<file path="config.mk">
export PLATFORM = sky130hd
export DESIGN_NAME = datetime_duration_adder_top
export DESIGN_NICKNAME = d
export VERILOG_FILES = /design/src/dtdur_pkg.sv /design/src/datetime_duration_adder_top.sv
export SDC_FILE = /design/constraint.sdc
export NUM_CORES = 2
export LEC_CHECK = 0
export BUFFER_PORTS_ARGS = -buffer_cell sky130_fd_sc_hd__buf_2
export CAP_MARGIN = 20
export CORE_MARGIN = 2
export CORE_UTILIZATION = 50
export DETAILED_ROUTE_END_ITERATION = 8
export GPL_ROUTABILITY_DRIVEN = 0
export PLACE_DENSITY = 0.71
export SLEW_MARGIN = 20
export SYNTH_ARGS = -nofsm -noshare
export SYNTH_HDL_FRONTEND = slang
export SYNTH_SLANG_ARGS = --single-unit
</file>
<file path="constraint.sdc">
create_clock -name clk -period 10.9 [get_ports clk]
set_input_delay 2.725 -clock clk [delete_from_list [all_inputs] [get_ports clk]]
set_output_delay 2.725 -clock clk [all_outputs]
set_load 0.01 [all_outputs]
</file>
<file path="src/dtdur_pkg.sv">
// ----------------------------------------------------------------------------
// dtdur_pkg
// shared widths, constants, microcode store and calendar helpers for the
// date-time plus duration adder
// ----------------------------------------------------------------------------
package dtdur_pkg;

  // stream widths
  localparam int S_DATA_W = 136;
  localparam int M_DATA_W = 64;

  // saturation bound on the day part of a duration
  localparam int MAX_DURATION_DAYS = 32767;

  // internal widths
  localparam int YEAR_W  = 16;
  localparam int MON_W   = 19;
  localparam int MIC_W   = 28;
  localparam int TIME_W  = 9;
  localparam int DAY_W   = 17;
  localparam int YMOD_W  = 9;
  localparam int MUL_A_W = 26;
  localparam int MUL_B_W = 17;
  localparam int PROD_W  = MUL_A_W + MUL_B_W;
  localparam int PC_W    = 4;

  // calendar constants
  localparam int MONTHS_PER_YEAR  = 12;
  localparam int MIN_PER_HOUR     = 60;
  localparam int HOURS_PER_DAY    = 24;
  localparam int MICRO_PER_SEC    = 1000000;
  localparam int MICRO_PER_MIN    = 60000000;
  localparam int LEAP_CYCLE       = 400;

  // month sum is biased to stay positive: bias is a multiple of twelve, minus one
  localparam int YEAR_BIAS        = 11000;
  localparam int MON_BIAS         = YEAR_BIAS * MONTHS_PER_YEAR - 1;
  // year is biased positive before its remainder by 400 is taken
  localparam int YEAR_MOD_BIAS    = 70 * LEAP_CYCLE;

  // reciprocal multipliers, each under by at most one after the shift
  localparam int RECIP_12    = 87381;
  localparam int SHIFT_12    = 20;
  localparam int Q12_W       = 15;
  localparam int RECIP_400   = 83886;
  localparam int SHIFT_400   = 25;
  localparam int Q400_W      = 8;
  localparam int RECIP_MICRO = 68719;
  localparam int SHIFT_MICRO = 36;
  localparam int QSEC_W      = 6;

  // month numbers
  localparam logic [3:0] MONTH_JAN = 4'd1;
  localparam logic [3:0] MONTH_FEB = 4'd2;
  localparam logic [3:0] MONTH_APR = 4'd4;
  localparam logic [3:0] MONTH_JUN = 4'd6;
  localparam logic [3:0] MONTH_SEP = 4'd9;
  localparam logic [3:0] MONTH_NOV = 4'd11;
  localparam logic [3:0] MONTH_DEC = 4'd12;

  typedef enum logic [3:0] {
    OP_MUL_MON,
    OP_FIX_MON,
    OP_MUL_YEAR,
    OP_FIX_YEAR,
    OP_WRAP_MIC,
    OP_MUL_SEC,
    OP_FIX_SEC,
    OP_WRAP_MIN,
    OP_WRAP_HOUR,
    OP_CLAMP,
    OP_FOLD,
    OP_EMIT
  } op_t;

  typedef enum logic [2:0] {
    COND_NEVER,
    COND_MIC_OUT,
    COND_MIN_OUT,
    COND_HOUR_OUT,
    COND_DAY_OUT,
    COND_OUT_FULL
  } cond_t;

  typedef struct packed {
    op_t              op;
    cond_t            cond;
    logic [PC_W-1:0]  target;
    logic             last;
  } uword_t;

  // program addresses
  localparam logic [PC_W-1:0] PC_MUL_MON   = 4'd0;
  localparam logic [PC_W-1:0] PC_FIX_MON   = 4'd1;
  localparam logic [PC_W-1:0] PC_MUL_YEAR  = 4'd2;
  localparam logic [PC_W-1:0] PC_FIX_YEAR  = 4'd3;
  localparam logic [PC_W-1:0] PC_WRAP_MIC  = 4'd4;
  localparam logic [PC_W-1:0] PC_MUL_SEC   = 4'd5;
  localparam logic [PC_W-1:0] PC_FIX_SEC   = 4'd6;
  localparam logic [PC_W-1:0] PC_WRAP_MIN  = 4'd7;
  localparam logic [PC_W-1:0] PC_WRAP_HOUR = 4'd8;
  localparam logic [PC_W-1:0] PC_CLAMP     = 4'd9;
  localparam logic [PC_W-1:0] PC_FOLD      = 4'd10;
  localparam logic [PC_W-1:0] PC_EMIT      = 4'd11;

  // control store: a taken condition jumps to target, else the next step, or idle after the last one
  function automatic uword_t ucode_rom(input logic [PC_W-1:0] pc);
    uword_t w;
    begin
      w = '{op: OP_EMIT, cond: COND_OUT_FULL, target: PC_EMIT, last: 1'b1};
      case (pc)
        PC_MUL_MON:   w = '{OP_MUL_MON,   COND_NEVER,    PC_MUL_MON,   1'b0};
        PC_FIX_MON:   w = '{OP_FIX_MON,   COND_NEVER,    PC_FIX_MON,   1'b0};
        PC_MUL_YEAR:  w = '{OP_MUL_YEAR,  COND_NEVER,    PC_MUL_YEAR,  1'b0};
        PC_FIX_YEAR:  w = '{OP_FIX_YEAR,  COND_NEVER,    PC_FIX_YEAR,  1'b0};
        PC_WRAP_MIC:  w = '{OP_WRAP_MIC,  COND_MIC_OUT,  PC_WRAP_MIC,  1'b0};
        PC_MUL_SEC:   w = '{OP_MUL_SEC,   COND_NEVER,    PC_MUL_SEC,   1'b0};
        PC_FIX_SEC:   w = '{OP_FIX_SEC,   COND_NEVER,    PC_FIX_SEC,   1'b0};
        PC_WRAP_MIN:  w = '{OP_WRAP_MIN,  COND_MIN_OUT,  PC_WRAP_MIN,  1'b0};
        PC_WRAP_HOUR: w = '{OP_WRAP_HOUR, COND_HOUR_OUT, PC_WRAP_HOUR, 1'b0};
        PC_CLAMP:     w = '{OP_CLAMP,     COND_NEVER,    PC_CLAMP,     1'b0};
        PC_FOLD:      w = '{OP_FOLD,      COND_DAY_OUT,  PC_FOLD,      1'b0};
        PC_EMIT:      w = '{OP_EMIT,      COND_OUT_FULL, PC_EMIT,      1'b1};
        default:      w = '{OP_EMIT,      COND_OUT_FULL, PC_EMIT,      1'b1};
      endcase
      return w;
    end
  endfunction

  // length of a month, months 1 to 12
  function automatic logic [4:0] month_days(input logic [3:0] month, input logic leap_year);
    logic [4:0] len;
    begin
      case (month)
        MONTH_FEB: len = leap_year ? 5'd29 : 5'd28;
        MONTH_APR: len = 5'd30;
        MONTH_JUN: len = 5'd30;
        MONTH_SEP: len = 5'd30;
        MONTH_NOV: len = 5'd30;
        default:   len = 5'd31;
      endcase
      return len;
    end
  endfunction

endpackage

</file>
<file path="src/datetime_duration_adder_top.sv">
// ----------------------------------------------------------------------------
// datetime_duration_adder_top
// adds a signed duration to a gregorian date-time, one result beat per input
// beat, using a small microcoded sequencer over a shared datapath
// ----------------------------------------------------------------------------
// one input beat carries a start date-time and a duration; one output beat
// carries their sum. months wrap with a year carry, the time of day wraps
// with floor carries into the day, the start day is clamped to the new
// month's length and the day count is then folded one month per cycle until
// it fits. the block works on one beat at a time: an item runs the fixed
// steps after its accepting edge, repeats the microsecond, minute and hour
// wrap steps until each value is in range, repeats the fold step once for
// each month crossed, and holds the emit step while the output register is
// full; s_tready rises the cycle after the emit step, so a new beat is taken
// only once the last one is through. the month folding loop takes longest:
// a day part of +-32767 crosses about 1076 months. a finished result sits in
// an output register, so the next input beat is taken while the result
// waits.
// s_tready is low while an item is in work and during reset.
// ----------------------------------------------------------------------------
module datetime_duration_adder_top (
  input  logic                              clk,
  input  logic                              rst,
  // start_year[14:0], start_month[18:15], start_day[23:19], start_hour[28:24],
  // start_minute[34:29], start_micro_in_minute[60:35], dur_total_months[78:61],
  // dur_days[94:79], dur_hours[100:95], dur_minutes[107:101],
  // dur_micro_in_minute[134:108], zero pad[135]
  input  logic [dtdur_pkg::S_DATA_W-1:0]    s_tdata,
  input  logic                              s_tvalid,
  output logic                              s_tready,
  // result_negative[0], result_year[16:1], result_month[20:17],
  // result_day[25:21], result_hour[30:26], result_minute[36:31],
  // result_second[42:37], result_microsecond[62:43], zero pad[63]
  output logic [dtdur_pkg::M_DATA_W-1:0]    m_tdata,
  output logic                              m_tvalid,
  input  logic                              m_tready
);
  import dtdur_pkg::*;

  // input fields
  logic signed [14:0] start_year;
  logic [3:0]         start_month;
  logic [4:0]         start_day;
  logic [4:0]         start_hour;
  logic [5:0]         start_minute;
  logic [25:0]        start_micro_in_minute;
  logic signed [17:0] dur_total_months;
  logic signed [15:0] dur_days;
  logic signed [5:0]  dur_hours;
  logic signed [6:0]  dur_minutes;
  logic signed [26:0] dur_micro_in_minute;

  assign start_year            = s_tdata[14:0];
  assign start_month           = s_tdata[18:15];
  assign start_day             = s_tdata[23:19];
  assign start_hour            = s_tdata[28:24];
  assign start_minute          = s_tdata[34:29];
  assign start_micro_in_minute = s_tdata[60:35];
  assign dur_total_months      = s_tdata[78:61];
  assign dur_days              = s_tdata[94:79];
  assign dur_hours             = s_tdata[100:95];
  assign dur_minutes           = s_tdata[107:101];
  assign dur_micro_in_minute   = s_tdata[134:108];

  // sequencer
  logic            busy;
  logic            busy_next;
  logic [PC_W-1:0] pc;
  logic [PC_W-1:0] pc_next;
  uword_t          uword;
  logic            cond_hit;
  logic            accept;
  logic            emit;

  // datapath registers
  logic [MON_W-1:0]         mon_sum;
  logic signed [YEAR_W-1:0] year;
  logic [3:0]               month;
  logic [YMOD_W-1:0]        year_mod;
  logic signed [MIC_W-1:0]  mic;
  logic signed [TIME_W-1:0] minute;
  logic signed [TIME_W-1:0] hour;
  logic signed [DAY_W-1:0]  day;
  logic [4:0]               sday;
  logic [PROD_W-1:0]        prod;
  logic [5:0]               second;
  logic [19:0]              micro;

  // output register
  logic                     out_valid;
  logic                     out_valid_next;
  logic [M_DATA_W-1:0]      out_data;

  // load values
  logic [19:0]              mon_load;
  logic signed [20:0]       dur_days_ext;
  logic signed [20:0]       dur_days_sat;

  // shared multiplier operands
  logic [MUL_A_W-1:0]       mul_a;
  logic [MUL_B_W-1:0]       mul_b;

  // month fix-up
  logic [Q12_W-1:0]         q12;
  logic [MON_W-1:0]         rem12;
  logic [YEAR_W-1:0]        q12_fix;
  logic [3:0]               month_fix;

  // year remainder by 400
  logic [YEAR_W-1:0]        year_u;
  logic [Q400_W-1:0]        q400;
  logic [16:0]              rem400;
  logic [YMOD_W-1:0]        ymod_fix;

  // seconds split
  logic [QSEC_W-1:0]        qsec;
  logic [25:0]              rem_sec;
  logic [5:0]               second_fix;
  logic [19:0]              micro_fix;

  // range checks for the wrap steps
  logic mic_lo, mic_hi, min_lo, min_hi, hour_lo, hour_hi, day_lo, day_hi;

  // calendar
  logic                     leap_year;
  logic [4:0]               len_cur;
  logic [4:0]               len_prev;
  logic signed [DAY_W-1:0]  len_cur_s;
  logic [4:0]               sday_clamp;
  logic [YMOD_W-1:0]        ymod_inc;
  logic [YMOD_W-1:0]        ymod_dec;

  assign uword  = ucode_rom(pc);
  assign s_tready = !busy && !rst;
  assign accept = s_tvalid && s_tready;
  assign emit   = busy && (uword.op == OP_EMIT) && !cond_hit;

  assign m_tvalid = out_valid;
  assign m_tdata  = out_data;

  // load arithmetic
  assign mon_load = 20'(start_month) + 20'(dur_total_months) + 20'(MON_BIAS);

  always_comb begin
    dur_days_ext = 21'(dur_days);
    if (dur_days_ext > 21'(MAX_DURATION_DAYS)) begin
      dur_days_sat = 21'(MAX_DURATION_DAYS);
    end else if (dur_days_ext < -21'(MAX_DURATION_DAYS)) begin
      dur_days_sat = -21'(MAX_DURATION_DAYS);
    end else begin
      dur_days_sat = dur_days_ext;
    end
  end

  // multiplier operand select, one product a step
  always_comb begin
    case (uword.op)
      OP_MUL_MON: begin
        mul_a = MUL_A_W'(mon_sum);
        mul_b = MUL_B_W'(RECIP_12);
      end
      OP_MUL_YEAR: begin
        mul_a = MUL_A_W'(year_u);
        mul_b = MUL_B_W'(RECIP_400);
      end
      default: begin
        mul_a = mic[MUL_A_W-1:0];
        mul_b = MUL_B_W'(RECIP_MICRO);
      end
    endcase
  end

  // month and year carry from the product
  always_comb begin
    q12   = prod[SHIFT_12 +: Q12_W];
    rem12 = mon_sum - MON_W'(q12) * MON_W'(MONTHS_PER_YEAR);
    if (rem12 >= MON_W'(MONTHS_PER_YEAR)) begin
      q12_fix   = YEAR_W'(q12) + 1'b1;
      month_fix = 4'(rem12 - MON_W'(MONTHS_PER_YEAR)) + 4'd1;
    end else begin
      q12_fix   = YEAR_W'(q12);
      month_fix = 4'(rem12) + 4'd1;
    end
  end

  // year modulo 400 from the product
  assign year_u = year + YEAR_W'(YEAR_MOD_BIAS);
  always_comb begin
    q400   = prod[SHIFT_400 +: Q400_W];
    rem400 = 17'(year_u) - 17'(q400) * 17'(LEAP_CYCLE);
    if (rem400 >= 17'(LEAP_CYCLE)) begin
      ymod_fix = YMOD_W'(rem400 - 17'(LEAP_CYCLE));
    end else begin
      ymod_fix = YMOD_W'(rem400);
    end
  end

  // seconds and microseconds from the product
  always_comb begin
    qsec    = prod[SHIFT_MICRO +: QSEC_W];
    rem_sec = mic[25:0] - 26'(qsec) * 26'(MICRO_PER_SEC);
    if (rem_sec >= 26'(MICRO_PER_SEC)) begin
      second_fix = qsec + 1'b1;
      micro_fix  = 20'(rem_sec - 26'(MICRO_PER_SEC));
    end else begin
      second_fix = qsec;
      micro_fix  = 20'(rem_sec);
    end
  end

  assign mic_lo  = mic < 0;
  assign mic_hi  = mic >= MIC_W'(MICRO_PER_MIN);
  assign min_lo  = minute < 0;
  assign min_hi  = minute >= TIME_W'(MIN_PER_HOUR);
  assign hour_lo = hour < 0;
  assign hour_hi = hour >= TIME_W'(HOURS_PER_DAY);

  // leap rule on the tracked year remainder by 400
  assign leap_year = (year_mod[1:0] == 2'b00) && (year_mod != YMOD_W'(100)) &&
                     (year_mod != YMOD_W'(200)) && (year_mod != YMOD_W'(300));
  assign len_cur   = month_days(month, leap_year);
  // the month before january is december of the previous year
  assign len_prev  = (month == MONTH_JAN) ? 5'd31 : month_days(month - 4'd1, leap_year);
  assign len_cur_s = DAY_W'(len_cur);
  assign day_lo    = day < 1;
  assign day_hi    = day > len_cur_s;

  assign ymod_inc = (year_mod == YMOD_W'(LEAP_CYCLE - 1)) ? '0 : year_mod + 1'b1;
  assign ymod_dec = (year_mod == '0) ? YMOD_W'(LEAP_CYCLE - 1) : year_mod - 1'b1;

  always_comb begin
    if (sday > len_cur) begin
      sday_clamp = len_cur;
    end else if (sday == 5'd0) begin
      sday_clamp = 5'd1;
    end else begin
      sday_clamp = sday;
    end
  end

  // condition select for the jump
  always_comb begin
    case (uword.cond)
      COND_NEVER:    cond_hit = 1'b0;
      COND_MIC_OUT:  cond_hit = mic_lo || mic_hi;
      COND_MIN_OUT:  cond_hit = min_lo || min_hi;
      COND_HOUR_OUT: cond_hit = hour_lo || hour_hi;
      COND_DAY_OUT:  cond_hit = day_lo || day_hi;
      COND_OUT_FULL: cond_hit = out_valid && !m_tready;
      default:       cond_hit = 1'b0;
    endcase
  end

  // step counter and busy flag
  always_comb begin
    busy_next = busy;
    pc_next   = pc;
    if (accept) begin
      busy_next = 1'b1;
      pc_next   = PC_MUL_MON;
    end else if (busy) begin
      if (cond_hit) begin
        pc_next = uword.target;
      end else if (uword.last) begin
        busy_next = 1'b0;
        pc_next   = PC_MUL_MON;
      end else begin
        pc_next = pc + 1'b1;
      end
    end
  end

  // output slot fills on emit, drains on a taken beat
  always_comb begin
    if (emit) begin
      out_valid_next = 1'b1;
    end else if (m_tready) begin
      out_valid_next = 1'b0;
    end else begin
      out_valid_next = out_valid;
    end
  end

  always_ff @(posedge clk) begin
    if (rst) begin
      busy      <= 1'b0;
      pc        <= PC_MUL_MON;
      out_valid <= 1'b0;
    end else begin
      busy      <= busy_next;
      pc        <= pc_next;
      out_valid <= out_valid_next;
    end
  end

  // datapath: each control word drives one operation
  always_ff @(posedge clk) begin
    if (accept) begin
      mon_sum <= mon_load[MON_W-1:0];
      year    <= YEAR_W'(start_year);
      mic     <= MIC_W'(start_micro_in_minute) + MIC_W'(dur_micro_in_minute);
      minute  <= TIME_W'(start_minute) + TIME_W'(dur_minutes);
      hour    <= TIME_W'(start_hour) + TIME_W'(dur_hours);
      day     <= DAY_W'(dur_days_sat);
      sday    <= start_day;
    end else if (busy) begin
      case (uword.op)
        OP_MUL_MON, OP_MUL_YEAR, OP_MUL_SEC: begin
          prod <= PROD_W'(mul_a) * PROD_W'(mul_b);
        end
        OP_FIX_MON: begin
          month <= month_fix;
          year  <= year + q12_fix - YEAR_W'(YEAR_BIAS);
        end
        OP_FIX_YEAR: begin
          year_mod <= ymod_fix;
        end
        OP_WRAP_MIC: begin
          if (mic_lo) begin
            mic    <= mic + MIC_W'(MICRO_PER_MIN);
            minute <= minute - 1'b1;
          end else if (mic_hi) begin
            mic    <= mic - MIC_W'(MICRO_PER_MIN);
            minute <= minute + 1'b1;
          end
        end
        OP_FIX_SEC: begin
          second <= second_fix;
          micro  <= micro_fix;
        end
        OP_WRAP_MIN: begin
          if (min_lo) begin
            minute <= minute + TIME_W'(MIN_PER_HOUR);
            hour   <= hour - 1'b1;
          end else if (min_hi) begin
            minute <= minute - TIME_W'(MIN_PER_HOUR);
            hour   <= hour + 1'b1;
          end
        end
        OP_WRAP_HOUR: begin
          if (hour_lo) begin
            hour <= hour + TIME_W'(HOURS_PER_DAY);
            day  <= day - 1'b1;
          end else if (hour_hi) begin
            hour <= hour - TIME_W'(HOURS_PER_DAY);
            day  <= day + 1'b1;
          end
        end
        OP_CLAMP: begin
          day <= day + DAY_W'(sday_clamp);
        end
        OP_FOLD: begin
          // borrow the previous month's length, or give back this one's
          if (day_lo) begin
            day <= day + DAY_W'(len_prev);
            if (month == MONTH_JAN) begin
              month    <= MONTH_DEC;
              year     <= year - 1'b1;
              year_mod <= ymod_dec;
            end else begin
              month <= month - 4'd1;
            end
          end else if (day_hi) begin
            day <= day - len_cur_s;
            if (month == MONTH_DEC) begin
              month    <= MONTH_JAN;
              year     <= year + 1'b1;
              year_mod <= ymod_inc;
            end else begin
              month <= month + 4'd1;
            end
          end
        end
        OP_EMIT: begin
          if (emit) begin
            out_data <= {1'b0, micro, second, minute[5:0], hour[4:0], day[4:0], month,
                         year, year[YEAR_W-1]};
          end
        end
        default: begin
        end
      endcase
    end
  end

  // an accepted beat starts the program at its first step
  ap_accept_starts: assert property (@(posedge clk) disable iff (rst)
    (s_tvalid && s_tready) |=> (busy && pc == PC_MUL_MON))
    else $error("accepted beat did not start the sequencer");

  // a completed emit step leaves the sequencer idle with a result shown
  ap_emit_done: assert property (@(posedge clk) disable iff (rst)
    emit |=> (m_tvalid && !busy))
    else $error("emit step did not present a result");

  // folding leaves a valid month
  ap_month_range: assert property (@(posedge clk) disable iff (rst)
    m_tvalid |-> (m_tdata[20:17] >= 4'd1 && m_tdata[20:17] <= 4'd12))
    else $error("result month out of range");

  // time-of-day carries fully wrapped
  ap_time_range: assert property (@(posedge clk) disable iff (rst)
    m_tvalid |-> (m_tdata[30:26] < 5'd24 && m_tdata[36:31] < 6'd60 &&
                  m_tdata[42:37] < 6'd60))
    else $error("result time of day out of range");

endmodule
</file>
Yosys cells after proc, flatten, opt, wreduce, memory -nomap -nowiden
Memories as Yosys holds them, arrays and structs flattened. A register that Yosys moved wholly into a read port is not among the register bits.
Cells that the tools add are included.
Storage, ports and cells
  bits in registers: 253
  ROM bits: 192
  input port bits: 140
  output and inout port bits: 66
  word-level logic and storage cells: 232
  memories kept: 1
Operators by class
  add/sub/neg operators: 40
  multipliers: 4
  magnitude comparators: 14
  equality and inequality tests: 41
  multiplexer cells: 71
  bitwise operators: 1
  reductions and logical operators: 44
Memory list
  (name not given): words 16, width 12, read ports 1, clocked after Yosys merged registers in 1, wr ports 0, line dtdur_pkg.sv:111  | case (pc)
Operators by type and width (count)
  $mux W9: 19
  $mux W28: 5
  $mux W17: 8
  $mux W16: 7
  $pmux W9 S2: 3
  $pmux W26 S2: 1
  $pmux W17 S3: 1
  $mul A26 B17 Y42: 1
  $eq A4 B4 Y1 const B: 9
  $mux W4: 9
  $add A17 B5 Y17: 2
  $eq A4 B3 Y1 const B: 8
  $pmux W16 S2: 1
  $pmux W15 S2: 1
  $add A27 B27 Y28: 1
  $add A28 B27 Y28 const B: 1
  $ge A28 B27 Y1 const B: 1
  $lt A28 B1 Y1 const B: 1
  $sub A28 B27 Y28 const B: 1
  $add A9 B1 Y9 const B: 3
  $sub A9 B1 Y9 const B: 3
  $ge A26 B20 Y1 const B: 1
  $sub A26 B26 Y26: 1
  $ne A4 B4 Y1 const B: 6
  other kinds (73): 121

Depth between registers and ports, before layout
  word-level depth: 12
  gate-level depth with buffers: 35
  mapped depth without buffers: 34

Worst setup path after synthesis
No wires, ideal clock.
  path kind: input -> register
  from: input port m_tready
  to: register out_data[10], in the netlist m_tdata[10], enable pin
  setup time: 0.561 ns
  arrival: 7.490 ns
  required time: 10.339 ns
  path slack: 2.850 ns
  cell stages on the path: 4
  path buffers: 0
  cell sequence: nor2b_1 mux2i_1 o22ai_1 nor3_1
On the way
  cells in the longest elaborated chain, start to end: 6
Ends and longest elaborated chain
  start: declaration: line datetime_duration_adder_top.sv:36  | input logic m_tready
  $logic_not A1 Y1: line datetime_duration_adder_top.sv:249  | COND_OUT_FULL: cond_hit = out_valid && !m_tready;
  $logic_and A1 B1 Y1: line datetime_duration_adder_top.sv:249
  $pmux W1 S5: line datetime_duration_adder_top.sv:243  | case (uword.cond)
  $logic_not A1 Y1: line datetime_duration_adder_top.sv:136  | assign emit = busy && (uword.op == OP_EMIT) && !cond_hit;
  $logic_and A1 B1 Y1: line datetime_duration_adder_top.sv:136
  $reduce_and A4 Y1 (no line)
  end signal: assignment: line datetime_duration_adder_top.sv:376  | out_data <= {1'b0, micro, second, minute[5:0], hour[4:0], day[4:0], month,
  end: declaration: line datetime_duration_adder_top.sv:92  | logic [M_DATA_W-1:0] out_data;
Every way passes these cells.
A chain may end at the register's enable or synchronous reset.

Final worst setup path
  from: register year[5]
  to: register prod[36] (data pin)
On the way
  cells in the longest elaborated chain, start to end: 3
Ends and longest elaborated chain
  start: declaration: line datetime_duration_adder_top.sv:77  | logic signed [YEAR_W-1:0] year;
  start signal: assignment: line datetime_duration_adder_top.sv:300  | year <= YEAR_W'(start_year);
  start signal: assignment: line datetime_duration_adder_top.sv:313  | year <= year + q12_fix - YEAR_W'(YEAR_BIAS);
  start signal: assignment: line datetime_duration_adder_top.sv:358  | year <= year - 1'b1;
  $add A16 B16 Y16: line datetime_duration_adder_top.sv:187  | assign year_u = year + YEAR_W'(YEAR_MOD_BIAS);
  $pmux W26 S2: line datetime_duration_adder_top.sv:157  | case (uword.op)
  $mul A26 B17 Y42: line datetime_duration_adder_top.sv:309  | prod <= PROD_W'(mul_a) * PROD_W'(mul_b);
  end signal: assignment: line datetime_duration_adder_top.sv:309
  end: declaration: line datetime_duration_adder_top.sv:85  | logic [PROD_W-1:0] prod;
Every way passes these cells.

==> out/results.ini <==
[outcome]
status=finished clean

[sta]
finalCriticalPeriod_ns=9.37
slew_headroom_pct=24.2
fin_setup_tns_ns=0
setup_violations=0
grt_setup_unrepaired=no
max_freq_ghz=0.107
finalMaxSlewViolations=0
finalHoldViolCount=0
finalCritPeriodShare_pct=86.0
fin_skew_ns=0.0368
tightest_slew_ns=1.13

[synthesis]
synthFlopType=edfxtp_1
synth-edff-count=225
seq_area_frac_synth_pct=20.7
syn_area_per_cell_um2=9.08
syn_inst=3736
post_synth_num_cell_types=88
synth-async-reset-ratio_pct=0
ys_seq_elements=239
yosys_warnings=0
syn-cell-area_um2=33900

[global_route]
grt_start_max_net_pins=83
top_usage_layer=met2
grt_use_met1_pct=34.2
grt_usage_pct=25.0
grt_pass1_vias=26517
grt_pass1_wl_um=140000
grt-ovfl-total=0
met2_usage_pct=40.8
met3_usage_pct=4.50
antenna_found_initial=4

[clocking]
htreeDepth=1
clkTransAtPathRegs_ns=0.06
cts-resized-gates=0
cts.path.max_buffers=3
insertion_delay_ns=0.60
cts.sinks=239
cts-root-buf=clkbuf_16
cts_tree=built
postCtsSetupBuffers=0
numCtsBuffers=27
hold_buffers=0

[critical_path]
cp.required_ns=11.21
start_kind=flop
regToRegStartpoint=year[5]$_DFFE_PP_
path_buf_inv=4
cp_top_family=adder cells
worst_setup_path_end_kind=flop
criticalPathCategory=flop to flop
cp_common_cell=fa_1
path_max_fanout=7
reg2reg_depth=29
timing.rr.end=prod[36]$_DFFE_PP_
cpPeakStageDelay_ns=0.71
rrSetupSlack_ns=1.53
crit_arrival_ns=9.69
cpMaxStageDelayCell=or4_1

[detailed_routing]
dr.pass1.iters=6
wl_um=86100
antenna_left=0
via_count=26676
wire_per_inst_um=17.8
via_per_inst=5.52
route.detailed.drc=0
first_iter_violations=1971

[min_path]
min_path_type=flop to flop
holdPathEnd=m_tdata[48]$_DFFE_PP_
min_from=micro[5]$_DFFE_PP_
whs_path_depth=0

[finish]
areaGrowthSynthToFinish_pct=9.15
multi_input_area_um2=24300
layout_commonest_cell=inv_1
fill_cells=5991
layout_common_cells=658 x inv_1, 430 x ha_1, 339 x fa_1
regArea_um2=7040
diodes=0
finish.utilization_pct=55.1
final_nets=4853
drive_gt1_share_pct=8.38

[flow_run]
drv_cap=0

[floorplan]
num_rows=95
io_pins=206
dieArea_um2=69900
die_w_um=264
fp.dieH_um=264
initial_core_util_pct=50.5
coreArea_um2=67200

[placed_design]
hpwl_um=71000
port_buffers=203

## worst max-delay path by stage
stage                            startpoint                     to  slack [ns]  cells past startpoint
after floorplan                    m_tready  m_tdata[10]$_DFFE_PP_        2.85                      4
after global placement    year[5]$_DFFE_PP_     prod[36]$_DFFE_PP_        1.80                     29
after detailed placement   uword[8]$_DFF_P_     prod[36]$_DFFE_PP_        1.71                     23
after CTS                 year[5]$_DFFE_PP_     prod[36]$_DFFE_PP_        1.64                     29
after global routing      year[5]$_DFFE_PP_     prod[36]$_DFFE_PP_        1.02                     29
final                     year[5]$_DFFE_PP_     prod[36]$_DFFE_PP_        1.53                     29
## cell families after synthesis
logic type	synth area share (%)
muxes	0.664
DFF	20.7
other	0.0221
xor gates and xnor gates	6.32
adders and majority gates	35.9
and+or+nand+nor	14.0
buffers and inverters	8.36
AOI/OAI and AO/OA	14.0
## routing by layer
metal,vias to the layer above,part of all wire (%)
li1,13029,-
met1,12729,44
met2,784,46
met3,128,6.8
met4,6,2.9
met5,-,0.038
## cells in the mapped netlist, types with 27 or more instances
| master | instances | area (um^2) |
|---|---|---|
| inv_1 | 659 | 2470 |
| ha_1 | 430 | 5380 |
| fa_1 | 339 | 6790 |
| nand2_1 | 255 | 957 |
| edfxtp_1 | 225 | 6760 |
| nor2_1 | 224 | 841 |
| a21oi_1 | 220 | 1100 |
| o21ai_0 | 174 | 871 |
| xnor2_1 | 151 | 1320 |
| xor2_1 | 91 | 797 |
| nand3_1 | 81 | 405 |
| nor3_1 | 78 | 390 |
| clkbuf_1 | 75 | 282 |
| a21o_1 | 58 | 435 |
| nand2b_1 | 54 | 338 |
| and2_1 | 46 | 288 |
| or3_1 | 42 | 263 |
| a31oi_1 | 41 | 257 |
| nor2b_1 | 36 | 225 |
| o21bai_1 | 30 | 225 |
| a211oi_1 | 28 | 210 |
| or2_2 | 27 | 169 |
## cell type report
type                       instances  area share [%]
clock buffer                      33            1.89
sequential                       239            19.0
inverter                         659            6.69
tap                              873            2.95
timing repair buffer             223            3.15
clock inverter                    15           0.754
multi-input combinational       2794            65.6
## flip-flops by register name (all words and copies together) (netlist names)
| register | flops |
|---|---|
| busy | 1 |
| pc | 4 |
| day | 17 |
| mic | 28 |
| prod | 21 |
| micro | 20 |
| minute | 9 |
| hour | 9 |
| year | 16 |
| second | 6 |
| year_mod | 9 |
| sday | 5 |
| mon_sum | 19 |
| month | 4 |
| uword | 8 |
| m_tvalid | 1 |
| m_tdata | 62 |
## per-stage QoR
| step | setup WS, ns | instance area, um^2 | cells | hold slack [ns] |
|---|---|---|---|---|
| after floorplan | 2.85 | 34100 | 3785 | 0.400 |
| after global placement | 1.80 | 36000 | 4787 | 0.403 |
| after detailed placement | 1.71 | 36000 | 4788 | 0.405 |
| after CTS | 1.64 | 37000 | 4836 | 0.420 |
| after global routing | 1.02 | 37000 | 4836 | 0.422 |
| final | 1.53 | 37000 | 4836 | 0.418 |
Power is not shown: default switching activity piles up to over one toggle a cycle in this logic, so the estimate is an artifact.
